File: config.mk
export PLATFORM = sky130hd
export DESIGN_NAME = mra_combine
export DESIGN_NICKNAME = d
export VERILOG_FILES = /design/src/rtl/mra_pkg.sv /design/src/rtl/mra_combine.sv
export SDC_FILE = /design/constraint.sdc
export NUM_CORES = 2
export LEC_CHECK = 0
export BUFFER_PORTS_ARGS = -buffer_cell sky130_fd_sc_hd__buf_4
export CAP_MARGIN = 30
export CORE_MARGIN = 2
export CORE_UTILIZATION = 30
export CTS_BUF_LIST = sky130_fd_sc_hd__clkbuf_16
export DETAILED_ROUTE_END_ITERATION = 12
export GPL_ROUTABILITY_DRIVEN = 0
export GPL_TIMING_DRIVEN = 0
export PLACE_DENSITY = 0.42
export SLEW_MARGIN = 20
export SYNTH_ARGS = -nofsm -noshare
export SYNTH_HDL_FRONTEND = slang
export SYNTH_SLANG_ARGS = --single-unit
File: constraint.sdc
create_clock -name clk -period 11.1 [get_ports clk]
set_input_delay 2.775 -clock clk [delete_from_list [all_inputs] [get_ports clk]]
set_output_delay 2.775 -clock clk [all_outputs]
set_load 0.01 [all_outputs]
File: src/rtl/mra_pkg.sv
// Shared constants, stage payload types and fixed-point helpers for the modulation route core.
package mra_pkg;

  localparam int FRACTION_BITS = 16;
  localparam int LVL_W         = FRACTION_BITS + 1;
  localparam int SMP_W         = FRACTION_BITS + 2;
  localparam int PROD_W        = 2 * LVL_W;

  // Divider: one quotient bit per step, a fixed number of steps per register stage.
  localparam int DIV_STEPS  = 4;
  localparam int DIV_STAGES = (FRACTION_BITS + DIV_STEPS - 1) / DIV_STEPS;

  typedef logic [LVL_W-1:0]  lvl_t;
  typedef logic [PROD_W-1:0] prod_t;

  localparam lvl_t ONE  = {1'b1, {FRACTION_BITS{1'b0}}};
  localparam lvl_t HALF = {2'b01, {(FRACTION_BITS-1){1'b0}}};
  localparam prod_t RND = {{(PROD_W-FRACTION_BITS){1'b0}}, 1'b1, {(FRACTION_BITS-1){1'b0}}};

  localparam logic signed [SMP_W-1:0] S_ONE  = $signed({1'b0, ONE});
  localparam logic signed [SMP_W-1:0] S_MONE = -S_ONE;

  localparam logic [1:0] OP_ADD = 2'd0;
  localparam logic [1:0] OP_SUB = 2'd1;
  localparam logic [1:0] OP_MUL = 2'd2;

  localparam logic [1:0] MODE_UNI = 2'd0;
  localparam logic [1:0] MODE_BIP = 2'd1;
  localparam logic [1:0] MODE_KEY = 2'd2;

  typedef enum logic [1:0] {
    K_ZERO = 2'd0,
    K_ONE  = 2'd1,
    K_DIV  = 2'd2
  } kcase_t;

  typedef struct packed {
    logic       bip;
    logic       key;
    logic [1:0] op;
    lvl_t       amt;
    lvl_t       ofs;
    lvl_t       tgt;
    lvl_t       x;
    prod_t      m1;
  } s1_t;

  typedef struct packed {
    logic       bip;
    logic       key;
    logic [1:0] op;
    lvl_t       amt;
    lvl_t       ofs;
    lvl_t       tgt;
    lvl_t       x;
    lvl_t       hi;
    prod_t      m2;
  } s2_t;

  typedef struct packed {
    logic       bip;
    logic       key;
    logic [1:0] op;
    lvl_t       amt;
    lvl_t       tgt;
    logic       neg;
    lvl_t       mag;
    kcase_t     kcase;
    lvl_t       rem;
    lvl_t       quo;
    lvl_t       dvs;
  } s3_t;

  typedef struct packed {
    logic       bip;
    logic [1:0] op;
    lvl_t       amt;
    lvl_t       tgt;
    logic       neg;
    prod_t      m3;
  } s4_t;

  typedef struct packed {
    logic [1:0] op;
    lvl_t       tgt;
    logic       neg;
    prod_t      ma;
    prod_t      mb;
  } s5_t;

  function automatic lvl_t sat_level(input lvl_t raw);
    return (raw > ONE) ? ONE : raw;
  endfunction

  // Rescale a Q product to Q format, round to nearest with ties up.
  function automatic lvl_t qround(input prod_t p);
    prod_t sum;
    sum = p + RND;
    return sum[FRACTION_BITS +: LVL_W];
  endfunction

  function automatic prod_t qmul_raw(input lvl_t a, input lvl_t b);
    return prod_t'(a) * prod_t'(b);
  endfunction

endpackage

File: src/rtl/mra_combine.sv
// Back of the pipeline: amount scaling, combine with the target, and output clamp.
module mra_combine (
  input  logic          clk,
  input  logic          rst_n,
  input  logic          en,
  input  logic          in_vld,
  input  mra_pkg::s3_t  in_data,
  output logic          out_vld,
  output mra_pkg::lvl_t out_value
);

  logic           v4_r, v5_r, vo_r;
  mra_pkg::s4_t   s4_r, s4_nxt;
  mra_pkg::s5_t   s5_r, s5_nxt;
  mra_pkg::lvl_t  res_r, res_nxt;

  // First stage: pick the shaped level and scale it by the amount.
  always_comb begin
    mra_pkg::lvl_t kval;
    mra_pkg::lvl_t lvl;
    case (in_data.kcase)
      mra_pkg::K_ZERO: kval = '0;
      mra_pkg::K_ONE:  kval = mra_pkg::ONE;
      mra_pkg::K_DIV:  kval = in_data.quo;
      default:         kval = '0;
    endcase
    lvl        = in_data.key ? kval : in_data.mag;
    s4_nxt.bip = in_data.bip;
    s4_nxt.op  = in_data.op;
    s4_nxt.amt = in_data.amt;
    s4_nxt.tgt = in_data.tgt;
    s4_nxt.neg = in_data.neg;
    s4_nxt.m3  = mra_pkg::qmul_raw(in_data.amt, lvl);
  end

  // Second stage: combine products.
  always_comb begin
    mra_pkg::lvl_t sh;
    mra_pkg::lvl_t room;
    mra_pkg::lvl_t inv;
    sh         = mra_pkg::qround(s4_r.m3);
    inv        = mra_pkg::ONE - s4_r.tgt;
    room       = (s4_r.tgt < inv) ? s4_r.tgt : inv;
    s5_nxt.op  = s4_r.op;
    s5_nxt.tgt = s4_r.tgt;
    s5_nxt.neg = s4_r.neg;
    s5_nxt.mb  = '0;
    case (s4_r.op)
      mra_pkg::OP_ADD: s5_nxt.ma = mra_pkg::qmul_raw(s4_r.bip ? room : inv, sh);
      mra_pkg::OP_SUB: s5_nxt.ma = mra_pkg::qmul_raw(s4_r.bip ? room : s4_r.tgt, sh);
      mra_pkg::OP_MUL: begin
        if (s4_r.bip) begin
          s5_nxt.ma = mra_pkg::qmul_raw(s4_r.tgt, sh);
          s5_nxt.mb = mra_pkg::qmul_raw(mra_pkg::ONE - s4_r.amt, s4_r.tgt);
        end else begin
          s5_nxt.ma = mra_pkg::qmul_raw(mra_pkg::ONE - s4_r.amt + sh, s4_r.tgt);
        end
      end
      default: s5_nxt.ma = '0;
    endcase
  end

  // Last stage: signed sum and saturation to [0,1].
  always_comb begin
    logic signed [mra_pkg::LVL_W+1:0] tgt_s;
    logic signed [mra_pkg::LVL_W+1:0] pa_s;
    logic signed [mra_pkg::LVL_W+1:0] pb_s;
    logic signed [mra_pkg::LVL_W+1:0] dlt_s;
    logic signed [mra_pkg::LVL_W+1:0] rs;
    tgt_s = $signed({2'b00, s5_r.tgt});
    pa_s  = $signed({2'b00, mra_pkg::qround(s5_r.ma)});
    pb_s  = $signed({2'b00, mra_pkg::qround(s5_r.mb)});
    dlt_s = s5_r.neg ? -pa_s : pa_s;
    case (s5_r.op)
      mra_pkg::OP_ADD: rs = tgt_s + dlt_s;
      mra_pkg::OP_SUB: rs = tgt_s - dlt_s;
      mra_pkg::OP_MUL: rs = pa_s + pb_s;
      default:         rs = tgt_s;
    endcase
    if (rs < 0) begin
      res_nxt = '0;
    end else if (rs > $signed({2'b00, mra_pkg::ONE})) begin
      res_nxt = mra_pkg::ONE;
    end else begin
      res_nxt = rs[mra_pkg::LVL_W-1:0];
    end
  end

  always_ff @(posedge clk) begin
    if (!rst_n) begin
      v4_r <= 1'b0;
      v5_r <= 1'b0;
      vo_r <= 1'b0;
    end else if (en) begin
      v4_r <= in_vld;
      v5_r <= v4_r;
      vo_r <= v5_r;
    end
  end

  always_ff @(posedge clk) begin
    if (en) begin
      s4_r  <= s4_nxt;
      s5_r  <= s5_nxt;
      res_r <= res_nxt;
    end
  end

  assign out_vld   = vo_r;
  assign out_value = res_r;

endmodule

# Yosys cells after proc, flatten, opt, wreduce, memory -nomap -nowiden
# Cells that the tools add are included.
# classes
order_cmp,3
reduce_logical,4
n_mul,6
eq_ne,6
muxes,10
add_sub_neg,10
# ops
op,count
17-bit by 17-bit multiplier with 33-bit output,6
33-bit by 16-bit adder with 33-bit output (second input constant),3
33-bit case mux with 3 select lines,1
17-bit two-way mux,5
19-bit case mux with 3 select lines,1
17-bit case mux with 2 select lines,1
17-bit subtractor (first input constant),2
33-bit two-way mux,1
18-bit by 19-bit adder with 19-bit output,1
19-bit by 18-bit greater-than comparator with 1-bit output (second input constant),1
19-bit by 1-bit less-than comparator with 1-bit output (second input constant),1
19-bit two-way mux,1
17-bit negator with 19-bit output,1
18-bit by 19-bit subtractor with 19-bit output,1
17-bit by 17-bit adder with 18-bit output,1
17-bit adder,1
17-bit less-than comparator,1
2-bit by 1-bit == test with 1-bit output (second input constant),3
2-bit == test (second input constant),3
2-bit zero test,2
2-bit AND reduction,1
2-bit OR reduction,1
# word_totals
regBits,177
inputBits,113
elab_cells,55
output_inout_bits,18

# Longest topological paths before layout
# logic_depth
ltp_word,7
depth_mapped,42
ltp_nobuf,40

# Worst setup path after synthesis
# OpenSTA, ideal clock, no wires.
# synth_path
path_type,register to register
start,reg s4_r[35] in the netlist's numbering
end,reg s5_r[66] in the netlist's numbering (data pin)
stages_incl_launch_ff,38
setup_slack_ns,0.908
setup_time_ns,0.273
t_arrival_ns,9.919
path_buffers,2
t_required_ns,10.827
synth_period_minus_slack_ns,10.192
cell_sequence,edfxtp_1 -> clkbuf_1 -> or3_1 -> or3_1 -> or3_1 -> or4b_2 -> or3_1 -> ha_1 -> xor2_1 -> nor2_1 -> a211oi_1 -> nor3_1 -> clkbuf_1 -> mux2i_1 -> nor2_1 -> fa_1 -> inv_1 -> fa_1 -> [... 2 more ...] -> inv_1 -> fa_1 -> inv_1 -> fa_1 -> inv_1 -> ha_1 -> a21o_1 -> a21o_1 -> a21oi_1 -> o21ai_0 -> a211oi_1 -> o21ai_0 -> and3_1 -> o221a_2 -> o21ai_0 -> mux2i_1 -> o22a_1 -> o311ai_1
# synth_rtl
item,line_no,text
"start, declared",mra_combine.sv:13,"mra_pkg::s4_t s4_r, s4_nxt;"
"start signal, assigned",mra_combine.sv:103,s4_r <= s4_nxt;
"end signal, assigned",mra_combine.sv:104,s5_r <= s5_nxt;
"end, declared",mra_combine.sv:14,"mra_pkg::s5_t s5_r, s5_nxt;"

==> results.yml <==
status:
  status: "finished clean"
placement:
  port-buffer-count: 96
  placed_area_sq_um: 69000
  dp_hpwl_mm: 203
routing:
  drc: 0
  wl_mm: 237
  ant_nets: 0
  vias: 50800
  vias_per_cell: 4.84
  drt_iter0_drc: 3429
  wire_per_inst_um: 22.6
  first_pass_iters: 5
sta:
  hold_slack_ns: 0.419
  hold_viol: 0
  fin_crit_sh: 0.998
  max_slew_margin: 0.170
  max_freq_mhz: 90.3
  setup_violations: 0
  finClkSkew_ns: 0.0171
  tns_ns: 0
  grt_setup_unrepaired: "yes"
  worst_pin_slew_ns: 1.25
  drv_slew: 0
  min_period_ns: 11.07
layout:
  multi_input_area_sq_um: 53800
  nFillCells: 22200
  fin_nets: 9761
  fin_area_sq_um: 72200
  syn_to_final_growth_pct: 13.3
  final_core_util: 0.341
  register_area_sq_um: 3930
  drive_above_1_share: 0.0826
yosys:
  ys_warn_count: 0
  synth_most_common_cell: "inv_1"
  syn_inst: 7349
  synth_top_area_frac: 0.417
  synth-seq-cells: 132
  syn_area_sq_um: 63700
  syn_area_per_cell_sq_um: 8.67
  synth_edf_count: 129
  ys_seq_area_frac: 0.0617
  synth_flop_cell: "edfxtp_1"
  ys_async_sr_fraction: 0
  synth.area.top_cells: "fa_1, ha_1, inv_1"
  synth_common_cells: "inv_1, fa_1, nand2_1, ha_1, nor2_1"
  synth_area_leader_cell: "fa_1"
  synth_nets: 9469
  synth.distinct_cells: 92
min_path:
  hp-class: "flip-flop to flip-flop"
  hold-path-cell-count: 0
clocking:
  ctsHoldBuffers: 0
  clk-insertion-delay-late_ns: 0.49
  clock-root-buffer: "clkbuf_16"
  cts_buffers: 17
  cts.clk_slew.worst_paths_ns: 0.06
  h-tree-depth: 4
  numClockSinks: 132
  cts_tree: "yes"
  clock_path_buffers: 2
die:
  coreArea_sq_um: 212000
  fp.dieW_um: 465
  dieArea_sq_um: 216000
  fp.dieH_um: 465
  rows: 169
  start_util: 0.301
  ios: 131
worst_setup_path:
  crit_top_cell: "fa_1"
  path_buf_inv: 11
  max_stage_delay_ns: 0.76
  critical-path-top-delay-family: "adder cells"
  worstPathMaxFanout: 10
  cp-end-kind: "flip-flop"
  critical_path_arrival_ns: 11.21
  startpoint_type: "flip-flop"
  reg2regPathDepth: 39
  required_ns: 11.24
  cp_num_cells: 39
  critPathKind: "flip-flop to flip-flop"
  slowest_stage: "a222oi_1"
global_routing:
  antenna_found_initial: 15
  grt_pass1_vias: 53700
  grt_overflow: 0
  grt_max_degree: 98
  grt_use_total: 0.221
  grt_pass1_wl_mm: 355
run:
  maxCapViolations: 0
==> registers in the layout (all words and copies together), names as in the netlist <==
signal and count:
s4_r 56, v4_r 1, out_vld 1, v5_r 1
out_value 17, s5_r 56
==> through the flow <==
step,cells,setup slack [ns]
floorplan,7349,0.908
global placement,10300,-4.81
detailed placement,10300,-2.72
CTS,10400,0.00489
global route,10500,-0.200
finish,10500,0.0265
==> cell families after synthesis <==
family | share of synthesized area
compound gates | 0.0587
xor+xnor | 0.0371
fa+ha+maj | 0.550
buf+inv | 0.118
flops | 0.0617
mux | 0.00583
simple gates | 0.168
==> timing repair <==
item,4_1_cts,5_1_grt
resized for setup,224,159
setup endpoints to repair,21,21
pin swaps,27,36
gates cloned,0,2
buffers inserted,58,45
==> cell type report <==
cell class / instances / share of cell area
well taps: 2821 / 0.0489
inverters: 1681 / 0.0878
multi-input cells: 5214 / 0.745
clock inverters: 14 / 0.00243
plain buffers: 301 / 0.0196
clock buffers: 17 / 0.00589
flip-flops and latches: 132 / 0.0545
diodes: 14 / 0.000485
repair buffers: 294 / 0.0359
==> routing by layer <==
metal | track usage | share of wire | vias to the layer above
met5 | 0 | 0.000055 | -
li1 | - | - | 22800
met1 | 0.317 | 0.46 | 26400
met2 | 0.354 | 0.45 | 1334
met4 | 0.0649 | 0.033 | 2
met3 | 0.0215 | 0.050 | 250
==> placed cells by master (no fill, tap or decap), drive strengths merged, types with 30 or more instances in the layout <==
cell / count
and3: 37
inv: 1677
or3: 30
and2: 343
o21ai: 109
ha: 678
nor2: 365
clkbuf: 284
nand3: 72
nand2: 1223
a21o: 61
fa: 1329
a211oi: 31
nor3: 66
a21oi: 128
nor2b: 74
buf: 328
xor2: 96
o21a: 33
xnor2: 174
edfxtp: 129
==> path summary, 6_finish.rpt <==
kind            start  endpoint  slack (ns)
max          s4_r[36]  s5_r[64]        0.03
min          s4_r[34]  s5_r[68]        0.42
max reg2reg  s4_r[36]  s5_r[64]        0.03
min reg2reg  s4_r[34]  s5_r[68]        0.42
Power is not shown: default switching activity piles up to over one toggle a cycle in this logic, so the estimate is an artifact.
