**config.mk**
```make
export PLATFORM = sky130hd
export DESIGN_NAME = mra_shape
export DESIGN_NICKNAME = d
export VERILOG_FILES = /design/src/rtl/mra_pkg.sv /design/src/rtl/mra_shape.sv
export SDC_FILE = /design/constraint.sdc
export NUM_CORES = 2
export LEC_CHECK = 0
export ABC_AREA = 0
export ABC_CLOCK_PERIOD_IN_PS = 15600
export BUFFER_PORTS_ARGS = -buffer_cell sky130_fd_sc_hd__buf_4
export CELL_PAD_IN_SITES_DETAIL_PLACEMENT = 1
export CELL_PAD_IN_SITES_GLOBAL_PLACEMENT = 1
export CORE_MARGIN = 8
export CORE_UTILIZATION = 54
export DETAILED_ROUTE_END_ITERATION = 10
export PLACE_DENSITY_LB_ADDON = 0.05
export SYNTH_ARGS = -nofsm -noshare
export SYNTH_HDL_FRONTEND = slang
export SYNTH_SLANG_ARGS = --single-unit
export TNS_END_PERCENT = 100
```
**constraint.sdc**
```tcl
create_clock -name clk -period 15.6 [get_ports clk]
set_clock_uncertainty 0.2 [all_clocks]
set_input_delay 0.78 -clock clk [delete_from_list [all_inputs] [get_ports clk]]
set_output_delay 0.78 -clock clk [all_outputs]
set_load 0.05 [all_outputs]
```
**src/rtl/mra_pkg.sv**
```systemverilog
// Shared constants, stage payload types and fixed-point helpers for the modulation route core.
package mra_pkg;

  localparam int FRACTION_BITS = 16;
  localparam int LVL_W         = FRACTION_BITS + 1;
  localparam int SMP_W         = FRACTION_BITS + 2;
  localparam int PROD_W        = 2 * LVL_W;

  // Divider: one quotient bit per step, a fixed number of steps per register stage.
  localparam int DIV_STEPS  = 4;
  localparam int DIV_STAGES = (FRACTION_BITS + DIV_STEPS - 1) / DIV_STEPS;

  typedef logic [LVL_W-1:0]  lvl_t;
  typedef logic [PROD_W-1:0] prod_t;

  localparam lvl_t ONE  = {1'b1, {FRACTION_BITS{1'b0}}};
  localparam lvl_t HALF = {2'b01, {(FRACTION_BITS-1){1'b0}}};
  localparam prod_t RND = {{(PROD_W-FRACTION_BITS){1'b0}}, 1'b1, {(FRACTION_BITS-1){1'b0}}};

  localparam logic signed [SMP_W-1:0] S_ONE  = $signed({1'b0, ONE});
  localparam logic signed [SMP_W-1:0] S_MONE = -S_ONE;

  localparam logic [1:0] OP_ADD = 2'd0;
  localparam logic [1:0] OP_SUB = 2'd1;
  localparam logic [1:0] OP_MUL = 2'd2;

  localparam logic [1:0] MODE_UNI = 2'd0;
  localparam logic [1:0] MODE_BIP = 2'd1;
  localparam logic [1:0] MODE_KEY = 2'd2;

  typedef enum logic [1:0] {
    K_ZERO = 2'd0,
    K_ONE  = 2'd1,
    K_DIV  = 2'd2
  } kcase_t;

  typedef struct packed {
    logic       bip;
    logic       key;
    logic [1:0] op;
    lvl_t       amt;
    lvl_t       ofs;
    lvl_t       tgt;
    lvl_t       x;
    prod_t      m1;
  } s1_t;

  typedef struct packed {
    logic       bip;
    logic       key;
    logic [1:0] op;
    lvl_t       amt;
    lvl_t       ofs;
    lvl_t       tgt;
    lvl_t       x;
    lvl_t       hi;
    prod_t      m2;
  } s2_t;

  typedef struct packed {
    logic       bip;
    logic       key;
    logic [1:0] op;
    lvl_t       amt;
    lvl_t       tgt;
    logic       neg;
    lvl_t       mag;
    kcase_t     kcase;
    lvl_t       rem;
    lvl_t       quo;
    lvl_t       dvs;
  } s3_t;

  typedef struct packed {
    logic       bip;
    logic [1:0] op;
    lvl_t       amt;
    lvl_t       tgt;
    logic       neg;
    prod_t      m3;
  } s4_t;

  typedef struct packed {
    logic [1:0] op;
    lvl_t       tgt;
    logic       neg;
    prod_t      ma;
    prod_t      mb;
  } s5_t;

  function automatic lvl_t sat_level(input lvl_t raw);
    return (raw > ONE) ? ONE : raw;
  endfunction

  // Rescale a Q product to Q format, round to nearest with ties up.
  function automatic lvl_t qround(input prod_t p);
    prod_t sum;
    sum = p + RND;
    return sum[FRACTION_BITS +: LVL_W];
  endfunction

  function automatic prod_t qmul_raw(input lvl_t a, input lvl_t b);
    return prod_t'(a) * prod_t'(b);
  endfunction

endpackage

```
**src/rtl/mra_shape.sv**
```systemverilog
// Front of the pipeline: input saturation and the three source shaping stages.
module mra_shape (
  input  logic                     clk,
  input  logic                     rst_n,
  input  logic                     en,
  input  logic                     in_valid,
  input  logic [1:0]               op,
  input  logic [1:0]               source_mode,
  input  logic signed [mra_pkg::SMP_W-1:0] source_sample,
  input  mra_pkg::lvl_t            amount,
  input  mra_pkg::lvl_t            scale_level,
  input  mra_pkg::lvl_t            offset_level,
  input  mra_pkg::lvl_t            target_value,
  output logic                     vld,
  output mra_pkg::s3_t             data
);

  logic          v1_r, v2_r, v3_r;
  mra_pkg::s1_t  s1_r, s1_nxt;
  mra_pkg::s2_t  s2_r, s2_nxt;
  mra_pkg::s3_t  s3_r, s3_nxt;

  // Stage 1: saturate the levels, clamp the source and form the first product.
  always_comb begin
    logic signed [mra_pkg::SMP_W-1:0] xb;
    logic [mra_pkg::SMP_W-1:0]        ub;
    mra_pkg::lvl_t                    xu;
    mra_pkg::lvl_t                    u;
    mra_pkg::lvl_t                    scl;
    mra_pkg::lvl_t                    ma;
    mra_pkg::lvl_t                    mb;
    s1_nxt.bip = (source_mode == mra_pkg::MODE_BIP);
    s1_nxt.key = (source_mode == mra_pkg::MODE_KEY);
    s1_nxt.op  = op;
    s1_nxt.amt = mra_pkg::sat_level(amount);
    s1_nxt.ofs = mra_pkg::sat_level(offset_level);
    s1_nxt.tgt = mra_pkg::sat_level(target_value);
    scl        = mra_pkg::sat_level(scale_level);
    if (source_sample > mra_pkg::S_ONE) begin
      xb = mra_pkg::S_ONE;
    end else if (source_sample < mra_pkg::S_MONE) begin
      xb = mra_pkg::S_MONE;
    end else begin
      xb = source_sample;
    end
    ub = xb + mra_pkg::S_ONE;
    u  = ub[mra_pkg::SMP_W-1:1];
    if (source_sample[mra_pkg::SMP_W-1]) begin
      xu = '0;
    end else if (source_sample > mra_pkg::S_ONE) begin
      xu = mra_pkg::ONE;
    end else begin
      xu = source_sample[mra_pkg::LVL_W-1:0];
    end
    s1_nxt.x = xu;
    if (s1_nxt.key) begin
      ma = mra_pkg::ONE - s1_nxt.ofs;
      mb = scl;
    end else begin
      ma = scl;
      mb = s1_nxt.bip ? u : xu;
    end
    s1_nxt.m1 = mra_pkg::qmul_raw(ma, mb);
  end

  // Stage 2: high key bound, or the offset-room product for the other sources.
  always_comb begin
    mra_pkg::lvl_t t1;
    t1         = mra_pkg::qround(s1_r.m1);
    s2_nxt.bip = s1_r.bip;
    s2_nxt.key = s1_r.key;
    s2_nxt.op  = s1_r.op;
    s2_nxt.amt = s1_r.amt;
    s2_nxt.ofs = s1_r.ofs;
    s2_nxt.tgt = s1_r.tgt;
    s2_nxt.x   = s1_r.x;
    s2_nxt.hi  = s1_r.ofs + t1;
    s2_nxt.m2  = mra_pkg::qmul_raw(mra_pkg::ONE - s1_r.ofs, t1);
  end

  // Stage 3: finish the shaped level and set up the key-tracking division.
  always_comb begin
    mra_pkg::lvl_t             s;
    logic [mra_pkg::LVL_W:0]   twos;
    mra_pkg::lvl_t             diff;
    mra_pkg::lvl_t             span;
    logic                      q_top;
    s          = s2_r.ofs + mra_pkg::qround(s2_r.m2);
    twos       = {s, 1'b0};
    diff       = s2_r.x - s2_r.ofs;
    span       = s2_r.hi - s2_r.ofs;
    q_top      = (diff == span);
    s3_nxt.bip = s2_r.bip;
    s3_nxt.key = s2_r.key;
    s3_nxt.op  = s2_r.op;
    s3_nxt.amt = s2_r.amt;
    s3_nxt.tgt = s2_r.tgt;
    s3_nxt.dvs = span;
    s3_nxt.rem = q_top ? '0 : diff;
    s3_nxt.quo = {{(mra_pkg::LVL_W-1){1'b0}}, q_top};
    if (s2_r.bip) begin
      // Map back to bipolar as sign and magnitude of 2s - 1.
      if (s >= mra_pkg::HALF) begin
        s3_nxt.neg = 1'b0;
        s3_nxt.mag = mra_pkg::LVL_W'(twos - {1'b0, mra_pkg::ONE});
      end else begin
        s3_nxt.neg = 1'b1;
        s3_nxt.mag = mra_pkg::LVL_W'({1'b0, mra_pkg::ONE} - twos);
      end
    end else begin
      s3_nxt.neg = 1'b0;
      s3_nxt.mag = s;
    end
    if (s2_r.x < s2_r.ofs) begin
      s3_nxt.kcase = mra_pkg::K_ZERO;
    end else if (s2_r.x > s2_r.hi) begin
      s3_nxt.kcase = mra_pkg::K_ONE;
    end else if (s2_r.hi == s2_r.ofs) begin
      s3_nxt.kcase = mra_pkg::K_ZERO;
    end else begin
      s3_nxt.kcase = mra_pkg::K_DIV;
    end
  end

  always_ff @(posedge clk) begin
    if (!rst_n) begin
      v1_r <= 1'b0;
      v2_r <= 1'b0;
      v3_r <= 1'b0;
    end else if (en) begin
      v1_r <= in_valid;
      v2_r <= v1_r;
      v3_r <= v2_r;
    end
  end

  always_ff @(posedge clk) begin
    if (en) begin
      s1_r <= s1_nxt;
      s2_r <= s2_nxt;
      s3_r <= s3_nxt;
    end
  end

  assign vld  = v3_r;
  assign data = s3_r;

endmodule

```
## After elaboration in Yosys (flattened, before gate mapping)

Cells that the tools add are included.
Widths: inputs -> output; s select.

| word-level totals | value |
|---|---|
| output and inout bits | 110 |
| bits in registers | 323 |

| operators by class | value |
|---|---|
| multipliers | 2 |
| eq/ne operators | 4 |
| $add $sub $neg | 11 |
| magnitude comparators | 9 |
| muxes and demuxes | 13 |
| reductions and logical operators | 1 |

Operators by type and width:

| cell | number |
|---|---|
| $mux 17 | 8 |
| $gt 17x17->1 const B | 4 |
| $add 33x16->33 const B | 2 |
| $mul 17x17->33 | 2 |
| $mux 18 | 3 |
| $sub 17x17->17 const A | 3 |
| $add 17x17->17 | 2 |
| $eq 17x17->1 | 2 |
| $sub 17x17->17 | 2 |
| $add 18x18->18 const B | 1 |
| $gt 18x18->1 const B | 1 |
| $lt 18x17->1 const B | 1 |
| $ge 17x16->1 const B | 1 |
| $gt 17x17->1 | 1 |
| $lt 17x17->1 | 1 |
| $sub 17x17->17 const B | 1 |
| $eq 2x1->1 const B | 1 |
| $eq 2x2->1 const B | 1 |
| $mux 2 | 1 |
| $reduce_or 2->1 | 1 |
| $mux 1 | 1 |

## Logic depth before layout (Yosys ltp)

| logic depth | value |
|---|---|
| depth in word-level cells | 7 |
| gate-level depth with buffers | 33 |
| gate-level depth less buffers | 32 |

## Worst setup path before layout

Ideal clock, no wire load.

| timing | value |
|---|---|
| kind | reg2reg |
| start point | reg s1_r[68] in the netlist's numbering |
| end point | reg s2_r[31] in the netlist's numbering, data pin |
| data required time | 15142 ps |
| data arrival time | 8045 ps |
| buffers on the path | 2 |
| path slack | 7097 ps |
| stages on the path, launching flop included | 32 |
| setup time | 258 ps |
| cells stage by stage | edfxtp_1 -> inv_1 -> ha_1 -> or4b_1 -> or3_1 -> or4_1 -> buf_2 -> nor3_1 -> xnor2_1 -> clkbuf_1 -> nand2_1 -> fa_1 -> inv_1 -> fa_1 -> inv_1 -> fa_1 -> inv_1 -> fa_1 -> inv_1 -> fa_1 -> inv_1 -> fa_1 -> ha_1 -> a21o_1 -> a21oi_1 -> o21ai_0 -> o2111ai_1 -> nand3_1 -> a221oi_1 -> o21ai_1 -> a21oi_1 -> xnor2_1 |

RTL lines:

| item | RTL line | text |
|---|---|---|
| start: declaration | mra_shape.sv:19 | `mra_pkg::s1_t s1_r, s1_nxt;` |
| start signal: assignment | mra_shape.sv:139 | `s1_r <= s1_nxt;` |
| end signal: assignment | mra_shape.sv:140 | `s2_r <= s2_nxt;` |
| end: declaration | mra_shape.sv:20 | `mra_pkg::s2_t s2_r, s2_nxt;` |

==> summary.txt <==
Outcome
  • Status: complete, no violations

Finish
  • Area grow syn2layout: 10.7%
  • Layout cells sized above 1: 0.0904
  • Layout Utilization: 0.604
  • Final #Nets: around 4,300

Floorplan
  • Die Y: 263 um
  • # IOs: 204
  • Initial Util: 0.546
  • Die Wd: about 260 um
  • Die ar.: 0.0692 mm2
  • Std cell rows: 90
  • CORE AREA: 0.0604 mm2

Clocking
  • Post-CTS sizing: 0
  • CTS tree: built
  • CTS Root Cell: clkbuf_16
  • Clk_lat worst skew: 0.60 ns
  • Cts hold-fix bufs: 0
  • Clk slew on worst S/H paths: approximately 0.070 ns
  • CTS Sinks: 293
  • Longest Clk Path Bufs: 3
  • TritonCTS buffer count: 31
  • Post-CTS Setup Repair Bufs: 0
  • H-tree levels: 1

Synthesis
  • Yosys warns: 0
  • Post-Syn Area per Cell: 9.91 um2
  • Synth area leaders: fa_1 27%, edfxtp_1 26%, ha_1 11%
  • Synth cell count leaders: 622 x inv_1, 446 x fa_1, 414 x nand2_1
  • Post-synth ARST share: 0
  • Post-Syn Area: 0.0329 mm2
  • Synth unique cells: 79
  • Most frequent cell after synthesis: inv_1
  • Post-synth EDFFs: 290
  • Mapped Cells: around 3,300
  • Post-synthesis sequential area ratio: 0.266
  • Synthesized flop and latch total: 293
  • Share of the synthesized area in the top cell type: 0.271
  • Cell taking the most area after synthesis: fa_1
  • Post-synth top flop: edfxtp_1

Timing
  • Worst Max-Slew Pin Slew: 1.24 ns
  • Max Freq: 0.102 GHz
  • Rel. slew slack: 0.172
  • Fin crit share: 0.631
  • Final TNS setup: 0 ns
  • Final Setup Violations: 0
  • Final Hold Fails: 0
  • Minimum clock period: ~9.8 ns
  • RSZ-0062 raised after global routing: false
  • Max-slew violations: 0

Drt
  • Detailed-router iteration count before antenna repair: 5
  • DRC violations left: 0
  • DR iter-0 viols: 1,451
  • Wire per inst: between 20 and 25 um
  • Via density: between 5 and 6
  • Drt total wl: approximately 110,000 um
  • Via count: between 20,000 and 30,000
  • Routed Antenna Nets: 0

Global route
  • Largest net degree at the start of global routing: 87
  • Grt ovf: 0
  • First-pass GRT wire length: 163,000 um
  • Vias in the first global route: 28,186
  • Total track usage: 0.303
  • Initial antenna violation count: 4

Worst setup path
  • R2R Setup Slk: 5.76 ns
  • CP Class: reg -> reg
  • CP endpoint kind: flip-flop
  • FF-to-FF path depth: 29
  • Required time worst endpoint: 15.72 ns
  • Arr. time, crit path: 9.96 ns
  • Slowest cell on crit path: edfxtp_1
  • Worst setup SP type: flip-flop
  • Crit Path Max Fanout: 17
  • Largest stage delay on the critical path: 0.68 ns
  • RR Endpoint: s2_r[28]
  • Worst r2r src: s1_r[68]

Min path
  • HP Class: in -> reg
  • Hold Crit Start: op[0]
  • Hold Crit Depth: 1
  • WHS Endpoint: s1_r[102]

Placed design
  • GP Congestion: between 0.9 and 1
  • I/O Buffers: between 150 and 200
  • DP HPWL: 86,300 um

Job
  • Max Cap Viol: 0
[state kept, by name, indices dropped and copies added (netlist names)]
name	count
v1_r	1
s1_r	90
data	93
vld	1
s2_r	107
v2_r	1
[critical path, delay by kind of cell (launching register included)]
kind                       cells  cell delay [ns]
and+or+nand+nor                6             2.16
xor gates and xnor gates       2             0.52
DFF                            1             0.68
buffers and inverters          6             0.57
adders and majority gates      8             3.71
AOI/OAI and AO/OA              7             1.71
[cell type report]
type,count,area [um2]
fill,6681,23900
multi-input combinational,2325,21500
sequential,293,8770
inverter,625,2350
timing repair buffer,242,1820
tap,782,978
clock buffer,35,791
clock inverter,21,211
antenna,3,7.51
[per-layer routing]
metal | up-vias | GRT usage | routed length [um]
li1 | 11029 | - | -
met1 | 12849 | 0.385 | 42400
met2 | 987 | 0.516 | 50500
met3 | 252 | 0.0500 | 7700
met4 | 4 | 0.116 | 4560
met5 | - | 0 | 27
[cell usage in the layout, fill, tap and decap left out, drive strengths merged, types with 15 or more instances in the layout]
master	netlist	routed
xnor2	120	120
fa	446	446
nor4	23	23
a21oi	74	74
o21a	39	39
nand2	415	415
clkbuf	73	35
and3	19	19
edfxtp	290	290
nor3	31	31
conb	1	16
a31oi	15	15
and2	103	103
o21ai	66	66
nand2b	18	18
a21o	30	30
nand4	15	15
xor2	60	60
or3	20	20
nor2b	72	72
buf	22	242
nor2	250	250
nand3	51	51
inv	624	627
ha	291	291
[worst max path at each step]
stage                          from  endpoint  slack, ns  depth (start not counted)
detailed placement  offset_level[2]  s1_r[32]       5.80                         31
finish                     s1_r[68]  s2_r[28]       5.76                         29
global route               s1_r[68]  s2_r[32]       5.38                         29
global placement    offset_level[2]  s1_r[32]       6.10                         31
floorplan                  s1_r[68]  s2_r[31]       7.10                         31
CTS                        s1_r[68]  s2_r[28]       5.87                         29
[logic make-up after synthesis]
family	count (synthesis)	share of synthesized area
compound gates	335	0.0677
fa+ha+maj	737	0.382
flops	293	0.266
mux	9	0.00277
other cells	1	0.000114
buf+inv	720	0.0840
simple gates	1045	0.147
xor+xnor	183	0.0510
[metrics by stage]
step | setup WS [ns] | std cells | instance area, um2 | hold WS [ns]
finish | 5.76 | 4326 | 36400 | 0.177
floorplan | 7.10 | 3338 | 33000 | 0.200
CTS | 5.87 | 4323 | 36400 | 0.149
global placement | 6.10 | 4267 | 35400 | 0.200
detailed placement | 5.80 | 4267 | 35400 | 0.206
global route | 5.38 | 4323 | 36400 | 0.151
Power is left out: the tool's default activity adds up to more than one toggle a clock period on the data nets, which glitch-free logic cannot reach.
