## config.mk

```make
export PLATFORM = sky130hd
export DESIGN_NAME = mra_div
export DESIGN_NICKNAME = d
export VERILOG_FILES = /design/src/rtl/mra_pkg.sv /design/src/rtl/mra_div.sv
export SDC_FILE = /design/constraint.sdc
export NUM_CORES = 1
export LEC_CHECK = 0
export ABC_AREA = 0
export BUFFER_PORTS_ARGS = -buffer_cell sky130_fd_sc_hd__buf_2
export CAP_MARGIN = 20
export CORE_UTILIZATION = 60
export DETAILED_ROUTE_END_ITERATION = 10
export PLACE_DENSITY = 0.8
export SLEW_MARGIN = 20
export SYNTH_ARGS = -nofsm -noshare
export SYNTH_HDL_FRONTEND = slang
export SYNTH_SLANG_ARGS = --single-unit
```

## constraint.sdc

```tcl
create_clock -name clk -period 14.6 [get_ports clk]
set_input_delay 1.46 -clock clk [delete_from_list [all_inputs] [get_ports clk]]
set_output_delay 1.46 -clock clk [all_outputs]
set_load 0.02 [all_outputs]
```

## src/rtl/mra_pkg.sv

```systemverilog
// Shared constants, stage payload types and fixed-point helpers for the modulation route core.
package mra_pkg;

  localparam int FRACTION_BITS = 16;
  localparam int LVL_W         = FRACTION_BITS + 1;
  localparam int SMP_W         = FRACTION_BITS + 2;
  localparam int PROD_W        = 2 * LVL_W;

  // Divider: one quotient bit per step, a fixed number of steps per register stage.
  localparam int DIV_STEPS  = 4;
  localparam int DIV_STAGES = (FRACTION_BITS + DIV_STEPS - 1) / DIV_STEPS;

  typedef logic [LVL_W-1:0]  lvl_t;
  typedef logic [PROD_W-1:0] prod_t;

  localparam lvl_t ONE  = {1'b1, {FRACTION_BITS{1'b0}}};
  localparam lvl_t HALF = {2'b01, {(FRACTION_BITS-1){1'b0}}};
  localparam prod_t RND = {{(PROD_W-FRACTION_BITS){1'b0}}, 1'b1, {(FRACTION_BITS-1){1'b0}}};

  localparam logic signed [SMP_W-1:0] S_ONE  = $signed({1'b0, ONE});
  localparam logic signed [SMP_W-1:0] S_MONE = -S_ONE;

  localparam logic [1:0] OP_ADD = 2'd0;
  localparam logic [1:0] OP_SUB = 2'd1;
  localparam logic [1:0] OP_MUL = 2'd2;

  localparam logic [1:0] MODE_UNI = 2'd0;
  localparam logic [1:0] MODE_BIP = 2'd1;
  localparam logic [1:0] MODE_KEY = 2'd2;

  typedef enum logic [1:0] {
    K_ZERO = 2'd0,
    K_ONE  = 2'd1,
    K_DIV  = 2'd2
  } kcase_t;

  typedef struct packed {
    logic       bip;
    logic       key;
    logic [1:0] op;
    lvl_t       amt;
    lvl_t       ofs;
    lvl_t       tgt;
    lvl_t       x;
    prod_t      m1;
  } s1_t;

  typedef struct packed {
    logic       bip;
    logic       key;
    logic [1:0] op;
    lvl_t       amt;
    lvl_t       ofs;
    lvl_t       tgt;
    lvl_t       x;
    lvl_t       hi;
    prod_t      m2;
  } s2_t;

  typedef struct packed {
    logic       bip;
    logic       key;
    logic [1:0] op;
    lvl_t       amt;
    lvl_t       tgt;
    logic       neg;
    lvl_t       mag;
    kcase_t     kcase;
    lvl_t       rem;
    lvl_t       quo;
    lvl_t       dvs;
  } s3_t;

  typedef struct packed {
    logic       bip;
    logic [1:0] op;
    lvl_t       amt;
    lvl_t       tgt;
    logic       neg;
    prod_t      m3;
  } s4_t;

  typedef struct packed {
    logic [1:0] op;
    lvl_t       tgt;
    logic       neg;
    prod_t      ma;
    prod_t      mb;
  } s5_t;

  function automatic lvl_t sat_level(input lvl_t raw);
    return (raw > ONE) ? ONE : raw;
  endfunction

  // Rescale a Q product to Q format, round to nearest with ties up.
  function automatic lvl_t qround(input prod_t p);
    prod_t sum;
    sum = p + RND;
    return sum[FRACTION_BITS +: LVL_W];
  endfunction

  function automatic prod_t qmul_raw(input lvl_t a, input lvl_t b);
    return prod_t'(a) * prod_t'(b);
  endfunction

endpackage

```

## src/rtl/mra_div.sv

```systemverilog
// Pipelined restoring divider for the key-tracking stretch; carries the item alongside.
module mra_div (
  input  logic          clk,
  input  logic          rst_n,
  input  logic          en,
  input  logic          in_vld,
  input  mra_pkg::s3_t  in_data,
  output logic          out_vld,
  output mra_pkg::s3_t  out_data
);

  logic [mra_pkg::DIV_STAGES-1:0] vld_r;
  mra_pkg::s3_t                   pipe_r   [mra_pkg::DIV_STAGES];
  mra_pkg::s3_t                   pipe_nxt [mra_pkg::DIV_STAGES];
  mra_pkg::s3_t                   stage_in [mra_pkg::DIV_STAGES];

  for (genvar j = 0; j < mra_pkg::DIV_STAGES; j++) begin : g_stage
    if (j == 0) begin : g_first
      assign stage_in[j] = in_data;
    end else begin : g_next
      assign stage_in[j] = pipe_r[j-1];
    end

    always_comb begin
      mra_pkg::s3_t              cur;
      logic [mra_pkg::LVL_W:0]   dbl;
      cur = stage_in[j];
      dbl = '0;
      for (int i = 0; i < mra_pkg::DIV_STEPS; i++) begin
        if (j * mra_pkg::DIV_STEPS + i < mra_pkg::FRACTION_BITS) begin
          dbl = {cur.rem, 1'b0};
          if (dbl >= {1'b0, cur.dvs}) begin
            cur.rem = mra_pkg::LVL_W'(dbl - {1'b0, cur.dvs});
            cur.quo = {cur.quo[mra_pkg::LVL_W-2:0], 1'b1};
          end else begin
            cur.rem = dbl[mra_pkg::LVL_W-1:0];
            cur.quo = {cur.quo[mra_pkg::LVL_W-2:0], 1'b0};
          end
        end
      end
      pipe_nxt[j] = cur;
    end

    always_ff @(posedge clk) begin
      if (!rst_n) begin
        vld_r[j] <= 1'b0;
      end else if (en) begin
        vld_r[j] <= (j == 0) ? in_vld : vld_r[(j == 0) ? 0 : j-1];
      end
    end

    always_ff @(posedge clk) begin
      if (en) begin
        pipe_r[j] <= pipe_nxt[j];
      end
    end
  end

  assign out_vld  = vld_r[mra_pkg::DIV_STAGES-1];
  assign out_data = pipe_r[mra_pkg::DIV_STAGES-1];

endmodule

```

# [Word level (Yosys, flattened, before mapping)]
# Memories as Yosys holds them, arrays and structs flattened.
# Cells that the tools add are included.
[classes] add_sub_neg=16 mul=0 div=0 order_cmp=16 n_eq_ne=0 shift=0 muxes=18 bitwise=0 reduce_logical=0
[ops] cell="34-bit two-way mux" count=16
[ops] cell="18-bit by 17-bit greater-or-equal comparator with 1-bit output" count=16
[ops] cell="17-bit subtractor" count=16
[ops] cell="1-bit two-way mux" count=2
[word_totals] register_bits=4 latch_bits=0 mem_bits_rw=436 mem_bits_ro=0 input_bits=113 out_inout_bits=110 memories=1
[mem_list] memory="pipe_r" depth=4 width=109 rd=4 rd_clocked_by_memory_dff=0 wr=4 line_no="mra_div.sv:13" text="mra_pkg::s3_t pipe_r [mra_pkg::DIV_STAGES];"

# [Depth between registers and ports, before layout]
# Gate-level depths: netlist of the first run.
# An unclocked memory read counts as a cell.
[logic_depth] depth_word=9 depth_mapped=49 mapped_depth_nobuf=41

# [Least setup slack after synthesis of the first run]
# Ideal clock, no wire load.
[synth_path] kind="input-to-reg" from="input port in_data[0] (netlist name)" to="memory pipe_r[0][40] (netlist name), data pin" setup_ps=261 t_arrival_ps=12526 t_required_ps=14339 slack_ps=1813 stages=45 n_path_buf=7 path_cell_list="buf_2 clkinv_1 fa_1 a211oi_1 o21ai_0 a21oi_1 a31oi_1 o32ai_1 clkbuf_1 clkbuf_1 mux2_2 ha_1 nand3_1 o22ai_1 nor3_1 o311ai_0 nand3_1 nand4_2 (+9 left out) a21oi_1 nand2_1 clkbuf_1 buf_1 mux2_2 ha_1 a21o_1 a21o_1 a221o_1 a21oi_1 o21bai_1 a41o_1 a21o_1 a211oi_1 o21bai_1 inv_1 buf_2 a221o_1"
[synth_lines] element="start, declared" line_no="mra_div.sv:7" text="input mra_pkg::s3_t in_data,"
[synth_lines] element="end, declared" line_no="mra_div.sv:13"

==> results of run 1 <==
==> synth_stat cells (6+ instances only) <==
cell type,instances
a221o_1,18
a31o_2,6
a21oi_1,199
o21bai_1,30
a31oi_1,22
nand2_1,141
inv_1,159
nor3_1,41
nor2b_1,40
a21o_1,59
o21ai_0,138
o2111ai_1,6
or2_2,24
xnor2_1,128
ha_1,260
and3_1,18
o221ai_1,6
edfxtp_1,412
and2_1,20
nand4_1,17
mux2_2,134
o22ai_1,7
a211oi_1,19
a21boi_0,17
mux2_4,9
or3_1,16
a211o_1,8
o21a_1,52
xor2_1,68
o31ai_1,25
nand3_1,48
o31a_1,7
and4_1,12
nor3b_1,6
nor2_1,198
o211ai_1,24
clkbuf_1,33
o311ai_0,7
nand2b_1,33
mux2i_1,23
==> critical path: cells and delay by family <==
kind                       cells  cell delay, ns
adders and majority gates      4            1.45
AOI/OAI and AO/OA             25            7.04
muxes                          2            0.67
buffers and inverters          6            1.24
and+or+nand+nor                6            1.46
==> state kept, by name, summed over array words and instances (netlist names) <==
signal and flops:
pipe_r 412, vld_r 3, out_vld 1
==> per-layer routing <==
| metal | GRT usage, % | up-vias | share of wire, % |
|---|---|---|---|
| met4 | 9.44 | 0 | 2.9 |
| met3 | 3.72 | 143 | 5.5 |
| met2 | 46.1 | 636 | 48 |
| li1 | - | 10300 | - |
| met1 | 36.0 | 10200 | 43 |
| met5 | 0 | - | 0 |
==> worst min path at each step <==
stage	startpoint	end	slack (ns)	cells past startpoint
2_1_floorplan	pipe_r[0][100]$_DFFE_PP_	pipe_r[1][100]$_DFFE_PP_	0.40	0
3_3_place_gp	pipe_r[2][73]$_DFFE_PP_	pipe_r[3][73]$_DFFE_PP_	0.40	0
3_5_place_dp	pipe_r[0][83]$_DFFE_PP_	pipe_r[1][83]$_DFFE_PP_	0.40	0
4_1_cts	pipe_r[2][19]$_DFFE_PP_	pipe_r[3][23]$_DFFE_PP_	0.41	0
5_1_grt	pipe_r[2][88]$_DFFE_PP_	pipe_r[3][88]$_DFFE_PP_	0.41	0
6_report	pipe_r[2][97]$_DFFE_PP_	pipe_r[3][97]$_DFFE_PP_	0.41	0
==> area by class of cell <==
| class | count | share of cell area (%) |
|---|---|---|
| Clock buffer | 51 | 3.55 |
| Multi-Input combinational cell | 1984 | 47.6 |
| Tap cell | 600 | 2.41 |
| Timing Repair Buffer | 222 | 3.72 |
| Sequential cell | 416 | 39.9 |
| Clock inverter | 27 | 0.839 |
| Inverter | 164 | 1.98 |
==> per-stage QoR <==
stage / utilization (%) / hold slack, ns / cells
finish: 68.1 / 0.412 / 3464
global route: 68.1 / 0.414 / 3464
CTS: 68.1 / 0.412 / 3464
detailed placement: 65.1 / 0.405 / 3386
global placement: 65.1 / 0.400 / 3386
floorplan: - / 0.400 / 2608
==> cell families after synthesis <==
group	count (synthesis)	share of synthesized area, %
AO/OA/AOI/OAI	716	16.9
XOR/XNOR	196	6.11
adder cells (fa/ha/maj)	264	11.9
buffers and inverters	208	2.88
flip-flops	416	44.3
multiplexers	166	6.67
AND/OR/NAND/NOR	642	11.2
==> metrics, run 1 <==
status completed; crit start category input pin; # DRC 0; finished layout cell area 31200 um^2; reg-to-reg slack, setup 1.57 ns; post-DP HPWL 50.6 mm; # rows 78; Die Span X 218 um; share of layout cells above drive strength 1 16.5%; count of final hold-check violations 0; Slew @ Worst Pin 1.08 ns; Worst-path clk slew 0.06 ns; Routed Wire Length 66.2 mm; ANT cells 0; Vias 21300; Synth Warn # 0; core area 45800 um^2; Chip Height 218 um; unrepaired setup endpoints after global routing no; Critical Path Start in_data[0]; most common cell after layout, fill and taps aside edfxtp_1; Post-CTS Setup Bufs 0; FMAX 76.5 MHz; synthesized area 28100 um^2; GRT Overall Usage 27.3%; Primary FF master, synth edfxtp_1; Die Area 47700 um^2; Worst Hold Class reg2reg; clock tree buffer depth 3; max-cap violation count 0; syn avg cell area 10.8 um^2; pre-CTS setup slack 1.38 ns; flip-flop and latch area 12500 um^2; cts repair resizes 0; CP Class in2reg; R2R depth 38; CP endpoint kind flop; CP peak stage delay 0.66 ns; Seq/Total Area, Yosys 44.3%; top post-synthesis cells by area edfxtp_1 (44%), ha_1 (12%), mux2_2 (5.4%); Post-Syn Instances 2608; RePlAce Congestion 0.952; Critical Path Fanout Max 14; asr flop ratio synth 0%; Starting Density 61.4%; area leader, netlist edfxtp_1; Post-synth EDFFs 412; Crit path arrival time 13.38 ns; end of the critical path pipe_r[0][50]$_DFFE_PP_; router iterations before antenna repair 5; first-pass GRT wire length 104 mm; Distinct cells, synth 91; filler cell count in the final layout 3428; post-route ant nets 0; wire per inst 19.1 um; root buf cell clkbuf_16; area fraction of the dominant cell type after synthesis 44.1%; number of H-tree levels 2; Ports 223; Iter 0 DRT Violations 1652; CTS sink cnt 416; Final Cycle Share 89.6%; CTS tree built; slowest CP cell o311ai_0; Required @ worst endpoint 14.90 ns; syn_nets 2985; Syn-to-layout area delta 11.0%; Final Setup Violations 0; TritonCTS buffer count 43; hold buffer count at CTS 0; clk_lat worst skew 0.58 ns; setup TNS 0 ns; vias per inst 6.14; Final #Nets 3208; max-slew violations 0; Final min period 13.08 ns; grt total ovfl 0; area of the multi-input gates 14800 um^2; IO buf count 206; relative slew slack 28.0%; Worst Setup Slack, final 1.52 ns; #FFs+latches synth 416; area post-placement 29800 um^2; largest net degree at the start of global routing 128; Max Clock Skew 0.0195 ns; commonest cells after routing, fill and taps aside edfxtp_1 (412), ha_1 (260), buf_2 (205); FF-to-FF End pipe_r[2][48]$_DFFE_PP_; initial antenna violation count 0; vias in the first global route 20300; RR Startpoint pipe_r[1][0]$_DFFE_PP_
Power of run 1 is not shown: default switching activity piles up to over one toggle a cycle in this logic, so the estimate is an artifact.
==> run 2: changes to the inputs <==
--- a/config.mk
+++ b/config.mk
@@ -11,6 +11,7 @@
 export CORE_UTILIZATION = 60
 export DETAILED_ROUTE_END_ITERATION = 10
 export PLACE_DENSITY = 0.8
+export RECOVER_POWER = 50
 export SLEW_MARGIN = 20
 export SYNTH_ARGS = -nofsm -noshare
 export SYNTH_HDL_FRONTEND = slang
==> metrics, run 2 (synthesized netlist as in run 1, its figures left out) <==
max FFs per register 412 (unchanged); RePlAce Congestion 0.952 (unchanged); TritonCTS buffer count 43 (unchanged); most repeated library cell on the critical path a21oi_1; Final Cycle Share 89.4% (-0.22 points); CTS sink cnt 416 (unchanged); Final #Nets 3208 (unchanged); first-pass GRT wire length 104 mm (unchanged); RR Startpoint pipe_r[1][0]$_DFFE_PP_; setup TNS 0 ns (unchanged); delay-heaviest family, CP compound AO/OA/AOI/OAI gates; most common cell after layout, fill and taps aside edfxtp_1; hold path start pipe_r[2][97]$_DFFE_PP_; ANT cells 0 (unchanged); vias in the first global route 20300 (unchanged); clock tree buffer depth 3 (unchanged); unrepaired setup endpoints after global routing no; Crit path arrival time 13.37 ns (about the same); initial antenna violation count 0 (unchanged); Syn-to-layout area delta 10.9%; largest register by flop count pipe_r; root buf cell clkbuf_16; Max Clock Skew 0.0185 ns (-0.000927 ns); largest net degree at the start of global routing 128 (unchanged); Vias 21300 (+0.26%); status finished, violations left; relative slew slack -324% (-350 points); Worst-path clk slew 0.06 ns (about the same); core area 45800 um^2 (unchanged); Final Core Density 68.0% (-0.11 points); CP Class reg2reg; # DRC 0 (unchanged); commonest cells after routing, fill and taps aside edfxtp_1 (412), ha_1 (260), a21oi_1 (199); CP peak stage delay 0.74 ns (+0.08 ns); Critical Path Fanout Max 30 (+16); Worst Hold Class reg2reg; post-route ant nets 0 (unchanged); grt total ovfl 0 (unchanged); max-slew violations 128 (+128); # rows 78 (unchanged); Final min period 13.05 ns (-0.0316 ns); max-cap violation count 1 (+1); CTS tree built; slowest CP cell nand3_1; failing checks capacitance limit, slew limit; Post-CTS Setup Bufs 0 (unchanged); post-DP HPWL 50.6 mm (unchanged); crit start category flop; Final Setup Violations 0 (unchanged); hold buffer count at CTS 0 (unchanged); Ports 223 (unchanged); CP endpoint kind flop; count of final hold-check violations 0 (unchanged); FMAX 76.6 MHz (+0.24%); GRT Overall Usage 27.3% (unchanged); clk_lat worst skew 0.58 ns (about the same); Critical Path Start pipe_r[1][0]$_DFFE_PP_; number of H-tree levels 2 (unchanged); Required @ worst endpoint 14.93 ns (+0.03 ns); cts repair resizes 0 (unchanged); share of layout cells above drive strength 1 15.3% (-1.2 points); Die Span X 218 um (unchanged); IO buf count 206 (unchanged); Chip Height 218 um (unchanged); wire per inst 19.1 um (+0.27%); Routed Wire Length 66.3 mm (+0.27%); vias per inst 6.16 (+0.26%); Die Area 47700 um^2 (unchanged); router iterations before antenna repair 5 (unchanged); WP buf/inv 4 (-2); Starting Density 61.4% (unchanged); Slew @ Worst Pin 6.36 ns (+5.28 ns); Iter 0 DRT Violations 1734 (+5.0%)
[run 2: routing by layer]
layer  routed length [um]  global-route usage, %  vias to the layer above
li1                     -                      -                    10300
met1                28400                   36.0                    10200
met2                32000                   46.1                      715
met3                 3970                   3.72                      152
met4                 1990                   9.44                        0
met5                    0                      0                        -
[run 2: layout make-up]
class / instances / area (um^2)
fill: 3431 / 14600
clock buffer: 51 / 1110
tap: 600 / 751
sequential: 416 / 12500
multi-input combinational: 1984 / 14800
timing repair buffer: 222 / 1110
inverter: 164 / 618
clock inverter: 27 / 262
[run 2: worst paths after layout]
kind                                           endpoint  slack [ns]  cells after the start
worst min-delay path            pipe_r[3][97]$_DFFE_PP_        0.41                      0
worst max register to register  pipe_r[2][48]$_DFFE_PP_        1.55                     38
worst min register to register  pipe_r[3][97]$_DFFE_PP_        0.41                      0
worst max-delay path            pipe_r[2][48]$_DFFE_PP_        1.55                     38
[run 2: metrics by stage]
stage | std cells | area [um^2] | hold slack (ns) | worst slack [ns]
floorplan | 2608 | 28100 | 0.400 | 1.81
global placement | 3386 | 29800 | 0.400 | 1.62
detailed placement | 3386 | 29800 | 0.405 | 1.38
CTS | 3464 | 31200 | 0.412 | 1.80
global route | 3464 | 31100 | 0.414 | 0.545
finish | 3464 | 31100 | 0.412 | 1.55
Power of run 2 is left out for the same reason.
